$ cat src/sv/kde_pkg.sv
package kde_pkg;

	// Fixed field widths
	localparam int VALUE_W   = 32;
	localparam int DIGIT_W   = 4;
	localparam int CFG_W     = 64;
	localparam int LEN_REG_W = 4;

	// Character and arithmetic constants
	localparam logic [7:0] CHAR_ZERO = 8'h30;
	localparam logic [7:0] CHAR_NINE = 8'h39;
	localparam logic [DIGIT_W-1:0] DEC_BASE = 4'd10;

	// Configuration register indexes
	localparam logic REG_KEYWORD_BYTES  = 1'b0;
	localparam logic REG_KEYWORD_LENGTH = 1'b1;

	// Control from the top level into the accumulator
	typedef struct packed {
		logic               step;
		logic               clear;
		logic [DIGIT_W-1:0] digit;
	} acc_ctrl_t;

	// Accumulator value and saturation flag
	typedef struct packed {
		logic [VALUE_W-1:0] value;
		logic               sat;
	} acc_stat_t;

endpackage

$ cat src/sv/kde_cell.sv
module kde_cell import kde_pkg::*; (
	input  logic       clk,
	input  logic       arst_n,
	input  logic       shift_en,
	input  logic [7:0] byte_in,
	input  logic [7:0] key_char,
	input  logic       use_en,
	output logic [7:0] byte_out,
	output logic       hit
);

	logic [7:0] byte_q;

	// Compare the byte that moves in against this position's keyword char
	assign hit = !use_en || (byte_in == key_char);
	assign byte_out = byte_q;

	// Window position; takes the neighbor's byte on each shift
	always_ff @(posedge clk or negedge arst_n) begin
		if (!arst_n) begin
			byte_q <= '0;
		end else if (shift_en) begin
			byte_q <= byte_in;
		end
	end

endmodule

$ cat src/sv/kde_accum.sv
module kde_accum import kde_pkg::*; (
	input  logic      clk,
	input  logic      arst_n,
	input  acc_ctrl_t ctrl,
	output acc_stat_t stat_q,
	output acc_stat_t stat_next
);

	localparam int WIDE_W = VALUE_W + DIGIT_W;

	logic [WIDE_W-1:0] prod;
	logic [WIDE_W-1:0] sum;
	acc_stat_t         reg_q;

	// value * 10 + digit, saturating at all ones
	always_comb begin
		prod = WIDE_W'(reg_q.value) * WIDE_W'(DEC_BASE);
		sum  = prod + WIDE_W'(ctrl.digit);
		stat_next = reg_q;
		if (ctrl.step && !reg_q.sat) begin
			if (sum[WIDE_W-1:VALUE_W] != '0) begin
				stat_next.value = '1;
				stat_next.sat   = 1'b1;
			end else begin
				stat_next.value = sum[VALUE_W-1:0];
			end
		end
	end

	always_ff @(posedge clk or negedge arst_n) begin
		if (!arst_n) begin
			reg_q <= '0;
		end else if (ctrl.clear) begin
			reg_q <= '0;
		end else begin
			reg_q <= stat_next;
		end
	end

	assign stat_q = reg_q;

endmodule

$ cat src/sv/keyword_decimal_extractor_unit.sv
// Keyword search and decimal parse over a byte stream.
// Input channel (in_valid/in_ready): data_byte, last_byte marks the end of
// a buffer. Config channel (cfg_valid/cfg_ready, always ready): cfg_index 0
// writes keyword_bytes (first char in the low byte), 1 writes
// keyword_length (0 acts as 1, above MAX_KEY_LEN acts as MAX_KEY_LEN).
// Output channel (out_valid/out_ready): found, number_value, overflow.
// One result per buffer: at the first non-digit after the keyword match,
// or at the last byte. The result appears in the cycle after the byte
// that causes it. Throughput is one byte per cycle while in_ready is
// high: the keyword window is a row of byte cells compared in parallel,
// and the value update is one multiply by ten and add per cycle.
// A single output register holds the result; a new byte is taken while
// it is being drained. When the receiver stalls with a result pending,
// in_ready drops until the result is taken.
// Reset clears the window, match and value state, the output register,
// and sets the keyword to zero with length one. The last byte of each
// buffer clears the search state; the configuration is kept.
module keyword_decimal_extractor_unit import kde_pkg::*; #(
	parameter int MAX_KEY_LEN = 8
) (
	input  logic               clk,
	input  logic               arst_n,
	input  logic               in_valid,
	output logic               in_ready,
	input  logic [7:0]         data_byte,
	input  logic               last_byte,
	input  logic               cfg_valid,
	output logic               cfg_ready,
	input  logic               cfg_index,
	input  logic [CFG_W-1:0]   cfg_data,
	output logic               out_valid,
	input  logic               out_ready,
	output logic               found,
	output logic [VALUE_W-1:0] number_value,
	output logic               overflow
);

	localparam int KEY_BITS = 8 * MAX_KEY_LEN;
	localparam int LEN_W    = $clog2(MAX_KEY_LEN + 1);
	localparam int IDX_W    = (MAX_KEY_LEN > 1) ? $clog2(MAX_KEY_LEN) : 1;

	logic [KEY_BITS-1:0]  key_q;
	logic [LEN_REG_W-1:0] len_q;
	logic [LEN_W-1:0]     fill_q;
	logic                 matched_q;
	logic                 reported_q;
	logic                 out_valid_q;
	logic                 found_q;
	logic [VALUE_W-1:0]   value_q;
	logic                 ovf_q;

	logic                 take;
	logic                 is_digit;
	logic                 shift_en;
	logic [LEN_W-1:0]     n_eff;
	logic [LEN_W-1:0]     fill_next;
	logic                 window_hit;
	logic                 matched_n;
	logic                 reported_n;
	logic                 emit;
	acc_ctrl_t            acc_ctrl;
	acc_stat_t            acc_q;
	acc_stat_t            acc_n;

	logic [7:0]           cell_in  [MAX_KEY_LEN];
	logic [7:0]           cell_out [MAX_KEY_LEN];
	logic [7:0]           cell_key [MAX_KEY_LEN];
	logic [MAX_KEY_LEN-1:0] cell_use;
	logic [MAX_KEY_LEN-1:0] cell_hit;

	assign cfg_ready = 1'b1;
	assign in_ready  = !out_valid_q || out_ready;
	assign take      = in_valid && in_ready;
	assign is_digit  = (data_byte >= CHAR_ZERO) && (data_byte <= CHAR_NINE);

	// Configuration registers
	always_ff @(posedge clk or negedge arst_n) begin
		if (!arst_n) begin
			key_q <= '0;
			len_q <= LEN_REG_W'(1);
		end else if (cfg_valid) begin
			unique case (cfg_index)
				REG_KEYWORD_BYTES:  key_q <= cfg_data[KEY_BITS-1:0];
				REG_KEYWORD_LENGTH: len_q <= cfg_data[LEN_REG_W-1:0];
				default: ;
			endcase
		end
	end

	// Effective keyword length, clamped to 1..MAX_KEY_LEN
	always_comb begin
		if (len_q == '0) begin
			n_eff = LEN_W'(1);
		end else if (len_q > LEN_REG_W'(MAX_KEY_LEN)) begin
			n_eff = LEN_W'(MAX_KEY_LEN);
		end else begin
			n_eff = len_q[LEN_W-1:0];
		end
	end

	// Row of window cells; cell 0 holds the newest byte
	genvar gi;
	generate
		for (gi = 0; gi < MAX_KEY_LEN; gi++) begin : g_cell
			logic [LEN_W-1:0] sel;
			assign sel          = n_eff - LEN_W'(gi + 1);
			assign cell_use[gi] = n_eff > LEN_W'(gi);
			assign cell_key[gi] = key_q[8*sel[IDX_W-1:0] +: 8];
			if (gi == 0) begin : g_head
				assign cell_in[gi] = data_byte;
			end else begin : g_link
				assign cell_in[gi] = cell_out[gi-1];
			end
			kde_cell u_cell (
				.clk      (clk),
				.arst_n   (arst_n),
				.shift_en (shift_en),
				.byte_in  (cell_in[gi]),
				.key_char (cell_key[gi]),
				.use_en   (cell_use[gi]),
				.byte_out (cell_out[gi]),
				.hit      (cell_hit[gi])
			);
		end
	endgenerate

	assign fill_next  = (fill_q < LEN_W'(MAX_KEY_LEN)) ? fill_q + LEN_W'(1) : fill_q;
	assign window_hit = (&cell_hit) && (fill_next >= n_eff);

	// Per-item control: search, then digits, then report
	always_comb begin
		shift_en       = 1'b0;
		matched_n      = matched_q;
		reported_n     = reported_q;
		emit           = 1'b0;
		acc_ctrl.step  = 1'b0;
		acc_ctrl.clear = take && last_byte;
		acc_ctrl.digit = data_byte[DIGIT_W-1:0] - CHAR_ZERO[DIGIT_W-1:0];
		if (take && !reported_q) begin
			if (!matched_q) begin
				shift_en  = 1'b1;
				matched_n = window_hit;
			end else if (is_digit) begin
				acc_ctrl.step = 1'b1;
			end else begin
				emit       = 1'b1;
				reported_n = 1'b1;
			end
			if (last_byte) begin
				emit = 1'b1;
			end
		end
	end

	kde_accum u_accum (
		.clk       (clk),
		.arst_n    (arst_n),
		.ctrl      (acc_ctrl),
		.stat_q    (acc_q),
		.stat_next (acc_n)
	);

	// Search state
	always_ff @(posedge clk or negedge arst_n) begin
		if (!arst_n) begin
			fill_q     <= '0;
			matched_q  <= 1'b0;
			reported_q <= 1'b0;
		end else if (take && last_byte) begin
			fill_q     <= '0;
			matched_q  <= 1'b0;
			reported_q <= 1'b0;
		end else if (take) begin
			if (shift_en) begin
				fill_q <= fill_next;
			end
			matched_q  <= matched_n;
			reported_q <= reported_n;
		end
	end

	// Output register
	always_ff @(posedge clk or negedge arst_n) begin
		if (!arst_n) begin
			out_valid_q <= 1'b0;
		end else if (emit) begin
			out_valid_q <= 1'b1;
		end else if (out_ready) begin
			out_valid_q <= 1'b0;
		end
	end

	always_ff @(posedge clk or negedge arst_n) begin
		if (!arst_n) begin
			found_q <= 1'b0;
			value_q <= '0;
			ovf_q   <= 1'b0;
		end else if (emit) begin
			found_q <= matched_n;
			value_q <= matched_n ? acc_n.value : '0;
			ovf_q   <= matched_n && acc_n.sat;
		end
	end

	assign out_valid    = out_valid_q;
	assign found        = found_q;
	assign number_value = value_q;
	assign overflow     = ovf_q;

`ifndef NO_ASSERTIONS
	a_ovf_full: assert property (@(posedge clk) disable iff (!arst_n)
		out_valid && overflow |-> found && (number_value == '1))
		else $error("overflow without found or saturated value");
	a_miss_zero: assert property (@(posedge clk) disable iff (!arst_n)
		out_valid && !found |-> (number_value == '0) && !overflow)
		else $error("missing keyword with nonzero value");
	a_sat_ones: assert property (@(posedge clk) disable iff (!arst_n)
		acc_q.sat |-> (acc_q.value == '1))
		else $error("saturated accumulator not all ones");
	a_rep_match: assert property (@(posedge clk) disable iff (!arst_n)
		reported_q |-> matched_q)
		else $error("report taken before a match");
`endif

endmodule

$ cat config.mk
export PLATFORM = sky130hd
export DESIGN_NAME = keyword_decimal_extractor_unit
export DESIGN_NICKNAME = d
export VERILOG_FILES = /design/src/sv/kde_pkg.sv /design/src/sv/kde_cell.sv /design/src/sv/kde_accum.sv /design/src/sv/keyword_decimal_extractor_unit.sv
export SDC_FILE = /design/constraint.sdc
export NUM_CORES = 1
export LEC_CHECK = 0
export ABC_AREA = 1
export BUFFER_PORTS_ARGS = -buffer_cell sky130_fd_sc_hd__buf_4
export CORE_ASPECT_RATIO = 0.8
export CORE_MARGIN = 1
export CORE_UTILIZATION = 60
export CTS_BUF_LIST = sky130_fd_sc_hd__clkbuf_8
export DETAILED_ROUTE_END_ITERATION = 8
export PLACE_DENSITY = 0.87
export SYNTH_ARGS = -nofsm -noshare
export SYNTH_HDL_FRONTEND = slang
export SYNTH_HIERARCHICAL = 1
export SYNTH_SLANG_ARGS = --single-unit
export TNS_END_PERCENT = 1
$ cat constraint.sdc
create_clock -name clk -period 4.4 [get_ports clk]
set_clock_uncertainty 0.15 [all_clocks]
set_input_delay 0.66 -clock clk [delete_from_list [all_inputs] [get_ports clk]]
set_output_delay 0.66 -clock clk [all_outputs]
set_load 0.02 [all_outputs]
==> summary.md <==
| Metric | Value |
|---|---|
| Die Span Y | roughly 150 um |
| Routed len/inst | 18.3 um |
| Worst hold path type | input pin to asynchronous set/reset pin |
| Violated checks | design-rule violations |
| Cts bufs inserted | 17 |
| Slowest CP cell | ha_1 |
| Maximum buffer depth of the clock tree | 2 |
| Vias after detailed routing | approximately 16000 |
| Buffers & Inverters on Critical Path | 4 |
| Max incr delay on CP | around 0.74 ns |
| Endpoints failing setup | 0 |
| Footprint of the multi-input gates | 0.00955 mm^2 |
| Cell depth of the worst flop-to-flop path | 21 |
| Port Buf Inserts | 114 |
| Nets | 2653 |
| Via count of the first global-routing pass | between 10000 and 15000 |
| Htree depth | 4 |
| Core Footprint | between 0.02 and 0.03 mm^2 |
| Root Driver | clkbuf_8 |
| Number of antenna violations at the first check in global routing | 0 |
| Die width | between 150 and 200 um |
| Fmax | 236 MHz |
| Initial core utilization | 0.614 |
| Min Tclk post-route | around 4.2 ns |
| Row count | 53 |
| CTS tree | done |
| Top Family by Delay on Critical Path | simple AND/OR/NAND/NOR gates |
| DRC violations left | 1 |
| Vias per inst | approximately 5.7 |
| Critical path peak fanout | 34 |
| Antenna Diode Count | 0 |
| Register area | between 0.004 and 0.005 mm^2 |
| Hold-fix buffers at CTS | 0 |
| I/O pin count | 116 |
| CP Data Arrival Time | 4.55 ns |
| Fin. Hold Viols | 0 |
| Final Max Slew Viols | 0 |
| Worst-path clk slew | 0.12 ns |
| Status | finished with violations |
| Slew at the pin closest to its max-slew limit | ~1.1 ns |
| Worst-skew pair later-pin latency | roughly 0.5 ns |
| Commonest non-fill, non-tap cell in the layout | nand2_1 |
| Die ar. | around 0.028 mm^2 |
| Leakage | 9.96 nW |
| HPWL Detailed | a little over 40000 um |
| Syn. warnings | 6 |
| Slew headroom | 0.272 |
| Grt total ovfl | 0 |
| GRT Util Overall | 0.382 |
| Average cell area after synthesis | slightly below 7 um^2 |
| Tcrit/Tclk final | 0.964 |
| Maximum vdd drop | between 0.0002 and 0.0003 V |
| Placed Instances | roughly 2800 |
| Startpoint Class | flip-flop |
| Total clock sinks | a little under 200 |
| Starting DRT DRC Count | 2472 |
| Post-route insts no fill | 2867 |
| DRT Pass-1 Iters | 9 |
| Commonest non-fill, non-tap cells in the layout | nand2_1 (818), nand3_1 (363), inv_1 (298), dfrtp_1 (197), nor2_1 (180) |
| Area added between synthesis and finish | 9.51% |
| CP endpoint kind | flip-flop |
| Routability congestion estimate | approximately 1.0 |
| Max Cap Violations | 0 |
| Share of cells above drive strength 1 | 0.163 |
| PD cells | about 340 mW/mm^2 |
| Number of nets with antenna violations after routing | 0 |
| Fin util | 0.672 |
| Dpl ws | 0.218 ns |
| Mapped cell area | between 0.015 and 0.02 mm^2 |
| Critical path, cell by cell | inv_2 > nand2_2 > clkinv_1 > ha_1 > inv_1 > nand3_1 > nand2_1 > xnor2_1 > nand2_1 > nor2_1 > nand2_1 > nand2_1 > nand2_1 > nor2_1 > nand2_1 > nor2_1 > nand2_1 > nand2_1 > buf_12 > nand3_1 > nand2_1 |
| Syn nets | 2563 |
| Cell count after synthesis | ~2400 |
| CP Class | flip-flop to flip-flop |
| Critical path's most frequent cell | nand2_1 |
| Crit path depth | 21 |
| Req. time, crit path | between 4 and 5 ns |
| Routed WL | about 53000 um |
| Final WS setup | around 0.16 ns |
| First-pass GRT wire length | 80100 um |
| Largest net degree at the start of global routing | 97 |
| Total of fill cells in the finished design | between 2000 and 2500 |
[state kept, by name, summed over array words and instances (netlist names)]
| register | flops |
|---|---|
| out_valid | 1 |
| overflow | 1 |
| key_q | 64 |
| len_q | 4 |
| g_cell.u_cell/byte_out | 56 |
| matched_q | 1 |
| number_value | 32 |
| reported_q | 1 |
| u_accum/stat_q | 33 |
| found | 1 |
| fill_q | 4 |
[where the power goes]
part / total (mW) / internal [mW] / switching (mW)
Combinational: 2.45 / 0.876 / 1.58
Clock: 1.28 / 0.483 / 0.795
Sequential: 2.35 / 2.07 / 0.281
[per-stage QoR]
| stage | setup TNS, ns | power (mW) | hold WS (ns) | instance area (um^2) |
|---|---|---|---|---|
| 4_1_cts | 0 | 6.00 | 0.0985 | 17700 |
| 2_1_floorplan | 0 | 4.02 | 0.214 | 16200 |
| 5_1_grt | -0.0713 | 6.41 | 0.0916 | 17700 |
| 6_report | 0 | 6.08 | 0.0378 | 17700 |
| 3_3_place_gp | 0 | 4.64 | 0.309 | 17200 |
| 3_5_place_dp | 0 | 4.74 | 0.319 | 17200 |
[what timing repair did]
| item | CTS | global route |
|---|---|---|
| gates resized for setup | 0 | 3 |
| setup endpoints to repair | 0 | 34 |
| buffers inserted | 0 | 7 |
[final cells by class]
cell class	count	share of cell area
Multi-Input combinational cell	1817	0.538
Sequential cell	198	0.279
Timing Repair Buffer	147	0.0671
Inverter	316	0.0668
Tap cell	357	0.0252
Clock buffer	17	0.0132
Clock inverter	15	0.0102
[path summary, 6_finish.rpt]
kind,start,to,slack [ns]
setup / recovery,len_q[3]$_DFFE_PN0P_,number_value[3]$_DFFE_PN0P_,0.16
hold / removal,arst_n,u_accum/stat_q[32]$_DFF_PN0_,0.04
setup reg to reg,len_q[3]$_DFFE_PN0P_,number_value[3]$_DFFE_PN0P_,0.16
hold reg to reg,number_value[19]$_DFFE_PN0P_,number_value[19]$_DFFE_PN0P_,0.35
max in group asynchronous,arst_n,len_q[0]$_DFFE_PN1P_,3.02
min in group clk,cfg_data[25],key_q[25]$_DFFE_PN0P_,0.22
[metal layers]
layer	wire, um	global-route usage
met5	0	0
met4	1020	0.0824
met3	7150	0.109
met2	20800	0.516
met1	23600	0.592
Note: power is estimated with default switching activity, not from simulation.
